### src/rtl/slt_pkg.sv
package slt_pkg;

  localparam int unsigned TxDepth = 64;
  localparam int unsigned RxDepth = 8;
  localparam int unsigned TxIdxW  = $clog2(TxDepth + 1);
  localparam int unsigned TxAddrW = $clog2(TxDepth);
  localparam int unsigned RxIdxW  = $clog2(RxDepth + 1);
  localparam int unsigned RxAddrW = $clog2(RxDepth);

  localparam int unsigned QDepth = 2;
  localparam int unsigned QPtrW  = $clog2(QDepth);
  localparam int unsigned QCntW  = $clog2(QDepth + 1);

  localparam logic [7:0] CrByte = 8'h0d;
  localparam logic [7:0] LfByte = 8'h0a;

  // operation codes on the input port
  localparam logic [1:0] OpQueue  = 2'd0;
  localparam logic [1:0] OpUpdate = 2'd1;
  localparam logic [1:0] OpRead   = 2'd2;

  // result kinds
  localparam logic [1:0] KindAck  = 2'd0;
  localparam logic [1:0] KindSent = 2'd1;
  localparam logic [1:0] KindRead = 2'd2;

  // error codes
  localparam logic [1:0] ErrNone    = 2'd0;
  localparam logic [1:0] ErrFull    = 2'd1;
  localparam logic [1:0] ErrTimeout = 2'd2;

  typedef enum logic [1:0] {
    CMD_QUEUE,
    CMD_UPDATE,
    CMD_READ,
    CMD_NOP
  } cmd_e;

  typedef enum logic [1:0] {
    SRC_ZERO,
    SRC_TX,
    SRC_RX
  } src_e;

  typedef struct packed {
    logic [1:0] operation;
    logic [7:0] tx_char;
    logic       rx_present;
    logic [7:0] rx_byte;
    logic       tx_ready;
  } item_t;

  typedef struct packed {
    logic [1:0] kind;
    logic [7:0] byte_out;
    logic       char_valid;
    logic [1:0] error_code;
    logic       last;
  } res_t;

  typedef struct packed {
    cmd_e       cmd;
    logic [7:0] tx_char;
    logic       rx_present;
    logic [7:0] rx_byte;
    logic       tx_ready;
  } cmd_t;

endpackage

### src/rtl/serial_link_tx_rx_buffer.sv
// Buffered serial link: a queue, update or read command is taken when start is
// high and busy low. Commands go through a two-entry command queue to the
// buffer engine, which takes one command at a time from idle and steps through
// an emit state (and a second one when a line feed is sent as carriage return
// plus line feed); the first result appears after the command has passed the
// queue register and the engine state register. Each result is shown for a
// single cycle with valid_o high and must be taken then; nothing on the result
// side can hold it back. busy is high only while the command queue is full.
module serial_link_tx_rx_buffer (
  input  logic           clk_i,
  input  logic           rst_ni,
  input  logic           start,
  output logic           busy,
  input  slt_pkg::item_t item_i,
  output logic           valid_o,
  output slt_pkg::res_t  res_o
);

  slt_pkg::cmd_t front_cmd, back_cmd;
  logic          push, pop, q_empty, q_full;

  slt_front u_front (
    .start    (start),
    .busy     (busy),
    .item_i   (item_i),
    .q_full_i (q_full),
    .push_o   (push),
    .cmd_o    (front_cmd)
  );

  slt_cmd_fifo u_fifo (
    .clk_i   (clk_i),
    .rst_ni  (rst_ni),
    .push_i  (push),
    .cmd_i   (front_cmd),
    .pop_i   (pop),
    .cmd_o   (back_cmd),
    .empty_o (q_empty),
    .full_o  (q_full)
  );

  slt_back u_back (
    .clk_i   (clk_i),
    .rst_ni  (rst_ni),
    .cmd_i   (back_cmd),
    .empty_i (q_empty),
    .pop_o   (pop),
    .valid_o (valid_o),
    .res_o   (res_o)
  );

endmodule

### src/rtl/slt_front.sv
module slt_front (
  input  logic           start,
  output logic           busy,
  input  slt_pkg::item_t item_i,
  input  logic           q_full_i,
  output logic           push_o,
  output slt_pkg::cmd_t  cmd_o
);

  assign busy   = q_full_i;
  assign push_o = start && !q_full_i;

  always_comb begin
    cmd_o.tx_char    = item_i.tx_char;
    cmd_o.rx_present = item_i.rx_present;
    cmd_o.rx_byte    = item_i.rx_byte;
    cmd_o.tx_ready   = item_i.tx_ready;
    unique case (item_i.operation)
      slt_pkg::OpQueue:  cmd_o.cmd = slt_pkg::CMD_QUEUE;
      slt_pkg::OpUpdate: cmd_o.cmd = slt_pkg::CMD_UPDATE;
      slt_pkg::OpRead:   cmd_o.cmd = slt_pkg::CMD_READ;
      default:           cmd_o.cmd = slt_pkg::CMD_NOP;
    endcase
  end

endmodule

### src/rtl/slt_cmd_fifo.sv
module slt_cmd_fifo (
  input  logic          clk_i,
  input  logic          rst_ni,
  input  logic          push_i,
  input  slt_pkg::cmd_t cmd_i,
  input  logic          pop_i,
  output slt_pkg::cmd_t cmd_o,
  output logic          empty_o,
  output logic          full_o
);

  slt_pkg::cmd_t                 mem_q [slt_pkg::QDepth];
  logic [slt_pkg::QPtrW-1:0]     wr_ptr_q, wr_ptr_d;
  logic [slt_pkg::QPtrW-1:0]     rd_ptr_q, rd_ptr_d;
  logic [slt_pkg::QCntW-1:0]     cnt_q, cnt_d;
  logic                          do_push, do_pop;

  assign empty_o = (cnt_q == '0);
  assign full_o  = (cnt_q == slt_pkg::QCntW'(slt_pkg::QDepth));
  assign do_push = push_i && !full_o;
  assign do_pop  = pop_i && !empty_o;
  assign cmd_o   = mem_q[rd_ptr_q];

  always_comb begin
    wr_ptr_d = wr_ptr_q;
    rd_ptr_d = rd_ptr_q;
    cnt_d    = cnt_q;
    if (do_push) begin
      wr_ptr_d = (wr_ptr_q == slt_pkg::QPtrW'(slt_pkg::QDepth - 1)) ? '0 : wr_ptr_q + 1'b1;
    end
    if (do_pop) begin
      rd_ptr_d = (rd_ptr_q == slt_pkg::QPtrW'(slt_pkg::QDepth - 1)) ? '0 : rd_ptr_q + 1'b1;
    end
    if (do_push && !do_pop) begin
      cnt_d = cnt_q + 1'b1;
    end else if (do_pop && !do_push) begin
      cnt_d = cnt_q - 1'b1;
    end
  end

  always_ff @(posedge clk_i or negedge rst_ni) begin
    if (!rst_ni) begin
      wr_ptr_q <= '0;
      rd_ptr_q <= '0;
      cnt_q    <= '0;
    end else begin
      wr_ptr_q <= wr_ptr_d;
      rd_ptr_q <= rd_ptr_d;
      cnt_q    <= cnt_d;
    end
  end

  always_ff @(posedge clk_i) begin
    if (do_push) begin
      mem_q[wr_ptr_q] <= cmd_i;
    end
  end

endmodule

### src/rtl/slt_back.sv
module slt_back (
  input  logic          clk_i,
  input  logic          rst_ni,
  input  slt_pkg::cmd_t cmd_i,
  input  logic          empty_i,
  output logic          pop_o,
  output logic          valid_o,
  output slt_pkg::res_t res_o
);

  localparam logic [1:0] StIdle   = 2'd0;
  localparam logic [1:0] StEmit   = 2'd1;
  localparam logic [1:0] StEmitLf = 2'd2;

  logic [1:0] state_q, state_d;

  logic [7:0] tx_mem [slt_pkg::TxDepth];
  logic [7:0] rx_mem [slt_pkg::RxDepth];
  logic [7:0] tx_rd_q, rx_rd_q;

  logic [slt_pkg::TxIdxW-1:0] tx_fill_q, tx_fill_d, tx_sent_q, tx_sent_d;
  logic [slt_pkg::RxIdxW-1:0] rx_fill_q, rx_fill_d, rx_read_q, rx_read_d, rx_base;

  logic tx_wr, tx_rd, rx_wr, rx_rd;
  logic [slt_pkg::TxAddrW-1:0] tx_wr_addr, tx_rd_addr;
  logic [slt_pkg::RxAddrW-1:0] rx_wr_addr, rx_rd_addr;

  slt_pkg::src_e src_q, src_d;
  logic [1:0]    kind_q, kind_d, err_q, err_d;
  logic          cvalid_q, cvalid_d;
  logic          tx_is_lf;

  assign pop_o = (state_q == StIdle) && !empty_i;

  always_comb begin
    tx_fill_d  = tx_fill_q;
    tx_sent_d  = tx_sent_q;
    rx_fill_d  = rx_fill_q;
    rx_read_d  = rx_read_q;
    tx_wr      = 1'b0;
    tx_rd      = 1'b0;
    rx_wr      = 1'b0;
    rx_rd      = 1'b0;
    tx_wr_addr = tx_fill_q[slt_pkg::TxAddrW-1:0];
    tx_rd_addr = tx_sent_q[slt_pkg::TxAddrW-1:0];
    rx_rd_addr = rx_read_q[slt_pkg::RxAddrW-1:0];
    rx_base    = (rx_fill_q == rx_read_q) ? '0 : rx_fill_q;
    rx_wr_addr = rx_base[slt_pkg::RxAddrW-1:0];
    src_d      = slt_pkg::SRC_ZERO;
    kind_d     = slt_pkg::KindAck;
    err_d      = slt_pkg::ErrNone;
    cvalid_d   = 1'b0;
    if (pop_o) begin
      unique case (cmd_i.cmd)
        slt_pkg::CMD_QUEUE: begin
          if (tx_fill_q < slt_pkg::TxIdxW'(slt_pkg::TxDepth)) begin
            tx_wr     = 1'b1;
            tx_fill_d = tx_fill_q + 1'b1;
          end else begin
            err_d = slt_pkg::ErrFull;
          end
        end
        slt_pkg::CMD_UPDATE: begin
          if (tx_sent_q < tx_fill_q) begin
            tx_rd     = 1'b1;
            tx_sent_d = tx_sent_q + 1'b1;
            if (!cmd_i.tx_ready) begin
              err_d = slt_pkg::ErrTimeout;
            end else begin
              kind_d = slt_pkg::KindSent;
              src_d  = slt_pkg::SRC_TX;
            end
          end else begin
            tx_fill_d = '0;
            tx_sent_d = '0;
          end
          if (cmd_i.rx_present) begin
            // empty receive buffer rewinds to the start before storing
            if (rx_fill_q == rx_read_q) begin
              rx_read_d = '0;
            end
            rx_fill_d = rx_base;
            if (rx_base < slt_pkg::RxIdxW'(slt_pkg::RxDepth)) begin
              rx_wr     = 1'b1;
              rx_fill_d = rx_base + 1'b1;
            end
          end
        end
        slt_pkg::CMD_READ: begin
          kind_d = slt_pkg::KindRead;
          if (rx_read_q < rx_fill_q) begin
            rx_rd     = 1'b1;
            rx_read_d = rx_read_q + 1'b1;
            src_d     = slt_pkg::SRC_RX;
            cvalid_d  = 1'b1;
          end
        end
        default: begin
        end
      endcase
    end
  end

  assign tx_is_lf = (src_q == slt_pkg::SRC_TX) && (tx_rd_q == slt_pkg::LfByte);

  always_comb begin
    state_d = state_q;
    unique case (state_q)
      StIdle:   if (pop_o) state_d = StEmit;
      StEmit:   state_d = tx_is_lf ? StEmitLf : StIdle;
      StEmitLf: state_d = StIdle;
      default:  state_d = StIdle;
    endcase
  end

  always_comb begin
    valid_o          = (state_q == StEmit) || (state_q == StEmitLf);
    res_o.kind       = kind_q;
    res_o.char_valid = cvalid_q;
    res_o.error_code = err_q;
    res_o.last       = 1'b1;
    case (src_q)
      slt_pkg::SRC_TX: res_o.byte_out = tx_rd_q;
      slt_pkg::SRC_RX: res_o.byte_out = rx_rd_q;
      default:         res_o.byte_out = 8'h00;
    endcase
    // line feed goes out as carriage return, then line feed
    if (state_q == StEmitLf) begin
      res_o.byte_out = slt_pkg::LfByte;
    end else if (tx_is_lf) begin
      res_o.byte_out = slt_pkg::CrByte;
      res_o.last     = 1'b0;
    end
  end

  always_ff @(posedge clk_i or negedge rst_ni) begin
    if (!rst_ni) begin
      state_q   <= StIdle;
      tx_fill_q <= '0;
      tx_sent_q <= '0;
      rx_fill_q <= '0;
      rx_read_q <= '0;
    end else begin
      state_q   <= state_d;
      tx_fill_q <= tx_fill_d;
      tx_sent_q <= tx_sent_d;
      rx_fill_q <= rx_fill_d;
      rx_read_q <= rx_read_d;
    end
  end

  always_ff @(posedge clk_i) begin
    if (pop_o) begin
      src_q    <= src_d;
      kind_q   <= kind_d;
      err_q    <= err_d;
      cvalid_q <= cvalid_d;
    end
  end

  always_ff @(posedge clk_i) begin
    if (tx_wr) begin
      tx_mem[tx_wr_addr] <= cmd_i.tx_char;
    end
    if (tx_rd) begin
      tx_rd_q <= tx_mem[tx_rd_addr];
    end
  end

  always_ff @(posedge clk_i) begin
    if (rx_wr) begin
      rx_mem[rx_wr_addr] <= cmd_i.rx_byte;
    end
    if (rx_rd) begin
      rx_rd_q <= rx_mem[rx_rd_addr];
    end
  end

  a_tx_order: assert property (@(posedge clk_i) disable iff (!rst_ni)
    tx_sent_q <= tx_fill_q) else $error("transmit send index passed fill index");

  a_rx_order: assert property (@(posedge clk_i) disable iff (!rst_ni)
    rx_read_q <= rx_fill_q) else $error("receive read index passed fill index");

  a_rx_bound: assert property (@(posedge clk_i) disable iff (!rst_ni)
    rx_fill_q <= slt_pkg::RxIdxW'(slt_pkg::RxDepth)) else $error("receive fill overrun");

  a_lf_pair: assert property (@(posedge clk_i) disable iff (!rst_ni)
    (state_q == StEmitLf) |-> $past(state_q == StEmit))
    else $error("line feed emitted without its carriage return");

  a_no_pop_busy: assert property (@(posedge clk_i) disable iff (!rst_ni)
    valid_o |-> !pop_o) else $error("command taken while a result is on the port");

endmodule
### config.mk
export PLATFORM = sky130hd
export DESIGN_NAME = serial_link_tx_rx_buffer
export DESIGN_NICKNAME = d
export VERILOG_FILES = /design/src/rtl/slt_pkg.sv /design/src/rtl/serial_link_tx_rx_buffer.sv /design/src/rtl/slt_front.sv /design/src/rtl/slt_cmd_fifo.sv /design/src/rtl/slt_back.sv
export SDC_FILE = /design/constraint.sdc
export NUM_CORES = 1
export LEC_CHECK = 0
export ABC_AREA = 0
export ABC_CLOCK_PERIOD_IN_PS = 8800
export BUFFER_PORTS_ARGS = -buffer_cell sky130_fd_sc_hd__buf_2
export CAP_MARGIN = 40
export CORE_ASPECT_RATIO = 1.4
export CORE_MARGIN = 2
export CORE_UTILIZATION = 55
export DETAILED_ROUTE_END_ITERATION = 10
export GPL_ROUTABILITY_DRIVEN = 0
export GPL_TIMING_DRIVEN = 0
export PLACE_DENSITY = 0.75
export SYNTH_ARGS = -nofsm -noshare
export SYNTH_HDL_FRONTEND = slang
export SYNTH_HIERARCHICAL = 1
export SYNTH_SLANG_ARGS = --single-unit
### constraint.sdc
create_clock -name clk_i -period 8.8 [get_ports clk_i]
set_clock_uncertainty 0.15 [all_clocks]
set_input_delay 0 -clock clk_i [delete_from_list [all_inputs] [get_ports clk_i]]
set_output_delay 0 -clock clk_i [all_outputs]
set_load 0.005 [all_outputs]
# == Yosys cells after proc, flatten, opt, wreduce, memory -nomap -nowiden ==
# Memories as Yosys holds them, arrays and structs flattened. A register that Yosys moved wholly into a read port is not among the register bits.
# Cells that the tools add are included.
# word_totals
mem_count,3
ram_bits,616
inputBits,23
ff_bits,35
out_inout_bits,16
word_cells,118
# mem_list
name,depth,word_bits,rd,rd_ports_with_merged_regs,wr,line,text
u_back.tx_mem,64,8,1,1,1,slt_back.sv:17,logic [7:0] tx_mem [slt_pkg::TxDepth];
u_back.rx_mem,8,8,1,1,1,slt_back.sv:18,logic [7:0] rx_mem [slt_pkg::RxDepth];
u_fifo.mem_q,2,20,1,0,1,slt_cmd_fifo.sv:12,slt_pkg::cmd_t mem_q [slt_pkg::QDepth];
# op_classes
eq_ne,17
n_reduce_logical,23
n_mux,51
n_addsub,8
n_lt_le_gt_ge,4
# ops
op,count
1-bit two-way mux,25
7-bit two-way mux,3
4-bit two-way mux,5
2-bit two-way mux,8
8-bit two-way mux,2
2-bit case mux with 2 select lines,4
8-bit case mux with 2 select lines,1
7-bit by 1-bit adder with 7-bit output (second input constant),2
7-bit case mux with 2 select lines,1
2-bit equality test (second input constant),5
4-bit by 1-bit adder with 4-bit output (second input constant),2
2-bit by 1-bit equality test with 1-bit output (second input constant),4
8-bit by 4-bit equality test with 1-bit output (second input constant),1
2-bit zero test,4
4-bit case mux with 2 select lines,1
1-bit logical AND,7
7-bit less-than comparator,1
7-bit less-than comparator (second input constant),1
2-bit by 1-bit inequality test with 1-bit output (second input constant),3
2-bit inequality test (second input constant),3
2-bit case mux with 3 select lines,1
2-bit nonzero test,3
5-bit AND reduction,1
4-bit equality test,1
other kinds (10),14

# == Longest topological paths before layout ==
# logic_depth
depth_word,9
ltp_mapped,13
ltp_nobuf,11

# == Cells and area by module ==
# Netlist, hierarchy kept.
# modules_own_cells
mod,seq_area_each_um2,cells_each,instances,area_per_inst_um2
slt_back,18557.8,1242,1,24908.9
slt_cmd_fifo,1301.2,81,1,1637.8
slt_front,0.0,22,1,163.9

# == Least setup slack after synthesis ==
# OpenSTA, ideal clock, no wires.
# synth_path
path_type,register -> register
from,register u_fifo.rd_ptr_q
to,memory u_back.rx_mem[3][0] (enable)
path_slack_ns,5.230
path_stages_with_launch,12
t_arrival_ns,3.025
n_path_buf,2
cell_sequence,dfrtp_1 buf_4 mux2_1 inv_1 ha_1 buf_2 clkinv_1 nor2_1 nand2_1 nor3_1 nand2_1 nor4_1
# synth_lines
element,line,text
from (decl),slt_cmd_fifo.sv:14,"logic [slt_pkg::QPtrW-1:0] rd_ptr_q, rd_ptr_d;"
from (signal assigned),slt_cmd_fifo.sv:48,rd_ptr_q <= rd_ptr_d;
to (decl),slt_back.sv:18,

==> results by group <==
Pwr
  • PwrDens: around 310 nW/µm²
  • VDD IR max: roughly 240 µV
  • Static Leakage: between 9 and 10 nW

Die
  • Row cnt: 95
  • Die Ht: between 200 and 300 µm
  • Die area: between 50000 and 60000 µm²
  • Core ar.: around 48000 µm²
  • Initial cell density of the core: between 50% and 60%
  • IO Count: 39
  • Die width: around 190 µm

Logic synthesis
  • Yosys cell types: 57
  • Leading post-synthesis cells by cell area: edfxtp_1 72%, mux4_2 13%, dfrtp_1 2.6%, mux2i_1 1.2%, nor2_1 1.2%
  • Commonest register cell after synthesis: edfxtp_1
  • Mapped Cells: around 1300
  • Number of synthesized flops with an enable pin: between 600 and 700
  • Top cell type's share of synthesized area: around 70%
  • Seq cells post-synth: between 600 and 700
  • Net Count, Synth: about 1400
  • Async SR Flop Fraction: under 10%
  • Sequential share of the synthesized area: between 70% and 80%
  • YS warnings: 6
  • Mapped cell area: ~27000 µm²
  • Mean post-synth cell area: about 20 µm²
  • Area leader, netlist: edfxtp_1

STA
  • RSZ-0062 raised after global routing: no
  • Final Max Slew Viols: 0
  • Worst slew pin tran: ~1.0 ns
  • Fmax: between 0.2 and 0.25 GHz
  • Setup violators final: 0
  • Fin. Hold Viols: 0
  • Final cycle utilization of the critical path: about half
  • Final TNS setup: 0 ns
  • Time the worst path needs with I/O delays and setup: 4.519 ns
  • Fin Hold WS: 0.02461 ns
  • Relative slew slack: roughly a third

GRT
  • GRT Overall Usage: between 20% and 30%
  • Initial antenna violation count: 1
  • Vias in the first global route: around 14000
  • Largest net degree at the start of global routing: 53
  • Remaining Overflow, GRT: 0
  • First-pass GRT wire length: 91970 µm

Routing
  • Vias: between 10000 and 15000
  • Post-route DRC violation count: 0
  • Drt first pass iters: 5
  • DRT iter0 DRCs: approximately 1400
  • Via/cell ratio: between 6 and 7
  • Antenna-violating nets left: 0
  • DRT Wirelength: 62590 µm
  • Average wire per standard cell: roughly 29 µm

Place
  • Post-DP HPWL: roughly 42000 µm
  • Area after DPL: around 28000 µm²
  • I/O Buffers: 18

Layout
  • Fin area: 30450 µm²
  • Commonest cells after routing, fill and taps aside: 638 x edfxtp_1, 155 x mux4_2, 87 x nor2_1
  • Final Util: a little under two thirds
  • Final net count: ~1600
  • Register area: between 15000 and 20000 µm²
  • Layout cells sized above 1: between 20% and 30%
  • Fill cells: 3092
  • Commonest non-fill, non-tap cell in the layout: edfxtp_1
  • Footprint of the multi-input gates: around 6300 µm²
  • # diodes: 0
  • Area Overhead vs Synth: 13.99%

Status
  • Status: finished, final reports clean

Clock network
  • Clock buffer depth: 3
  • H-tree depth: 2
  • Clk Latency, worst-skew pair: 0.60 ns
  • CTS tree: yes
  • Root buf cell: clkbuf_16
  • TritonCTS buffer count: between 50 and 60
  • Clock slew at reported path FFs: approximately 0.070 ns
  • Clock sinks: 666

Worst setup path
  • CP arrival: roughly 4.7 ns
  • Crit path required time: between 8 and 9 ns
  • CP max FO: 10
  • CP Capture Type: flip-flop
  • WS Path Type: flip-flop to flip-flop
  • Crit start category: flip-flop

Hold path
  • HP Class: input port to flip-flop

Job
  • Max_cap viols: 0
==> cell type report <==
| type | count | share of cell area [%] |
|---|---|---|
| sequential | 666 | 65.23 |
| multi-input combinational | 565 | 20.62 |
| clock buffer | 70 | 4.944 |
| timing repair buffer | 106 | 3.337 |
| tap | 630 | 2.589 |
| buffer | 87 | 1.636 |
| clock inverter | 35 | 1.315 |
| inverter | 27 | 0.3329 |
==> cells in the mapped netlist, types with 13 or more instances <==
master and number:
nand2_1 42, buf_2 17, clkbuf_1 30, nor2_1 88, mux2_2 16, mux4_2 155, nand3_1 25, dfrtp_1 28
ha_1 23, buf_4 26, o21ai_0 19, a22oi_1 13, inv_1 25, edfxtp_1 638, mux2_1 19, mux2i_1 33
o211ai_1 15
==> path summary, 6_finish.rpt <==
path	startpoint	end	slack, ns	cells past startpoint
worst min-delay path	item_i[4]	u_fifo/mem_q[0][4]$_DFFE_PP_	0.02	2
max in group asynchronous	rst_ni	u_back/tx_sent_q[2]$_DFFE_PN0P_	8.03	4
worst min register to register	u_fifo/cnt_q[1]$_DFFE_PN0P_	u_fifo/cnt_q[1]$_DFFE_PN0P_	0.39	1
worst max-delay path	u_fifo/rd_ptr_q$_DFFE_PN0P_	u_back/rx_mem[1][1]$_DFFE_PP_	4.28	12
min in group asynchronous	rst_ni	u_fifo/rd_ptr_q$_DFFE_PN0P_	0.29	4
worst max register to register	u_fifo/rd_ptr_q$_DFFE_PN0P_	u_back/rx_mem[1][1]$_DFFE_PP_	4.28	12
==> registers in the layout (all words and copies together), names as in the netlist, 2 cells and up <==
name and flops:
u_back/err_q 2, u_back/rx_read_q 4, u_back/rx_rd_q 8, u_fifo/cnt_q 2, u_back/rx_fill_q 4, u_back/state_q 2, u_back/tx_rd_q 8, u_back/tx_mem 512
u_back/src_q 2, u_back/tx_fill_q 7, u_back/tx_sent_q 7, u_back/rx_mem 64, u_fifo/mem_q 40
==> critical path: stages (launching register included) <==
cell	delay [ns]
dfrtp_1	0.39
buf_4	0.26
mux2_1	0.38
inv_1	0.10
ha_1	0.14
buf_2	0.21
clkinv_1	0.33
nor2_1	0.59
nand2_1	0.29
nor3_1	0.30
nand2_1	0.20
nor3_1	0.55
buf_2	0.32
==> routing by layer <==
metal / track usage, % / up-vias / part of all wire [%]
met4: 12.36 / 2 / 5.4
met1: 30.01 / 7223 / 35
met3: 3.773 / 185 / 6.4
met5: 0 / - / 0.021
met2: 45.39 / 660 / 53
li1: - / 5788 / -
==> cells by family (layout without fill, tap and decap cells) <==
kind of cell    count (synthesis)  after routing  synth area share, %
xor+xnor                        6              6               0.1967
flops                         666            666                74.35
compound gates                101            101                2.679
buf+inv                       114            325                2.244
simple gates                  212            212                3.672
mux                           223            223                15.78
fa+ha+maj                      23             23                1.077
==> per-stage QoR <==
step | power [W] | worst slack [ns] | std cells
2_1_floorplan | 0.005937 | 5.230 | 1345
3_3_place_gp | 0.006830 | 3.783 | 1993
3_5_place_dp | 0.007010 | 4.495 | 2040
4_1_cts | 0.009577 | 4.469 | 2184
5_1_grt | 0.009874 | 4.077 | 2186
6_report | 0.009560 | 4.281 | 2186
==> timing repair <==
item / 4_1_cts / 5_1_grt
hold buffers: 39 / 0
resized for setup: 0 / 0
setup endpoints to repair: 0 / 0
hold endpoints to repair: 81 / 0
setup buffers: 0 / 0
==> where the power goes <==
part	internal, W	total (W)	switching (W)	leakage (nW)
Combinational	0.00114	0.00292	0.00177	2.84
Sequential	0.00400	0.00408	0.0000779	6.10
Clock	0.00148	0.00257	0.00109	0.952
Total	0.00662	0.00956	0.00294	9.89
Power figures use the tool's default switching activity.
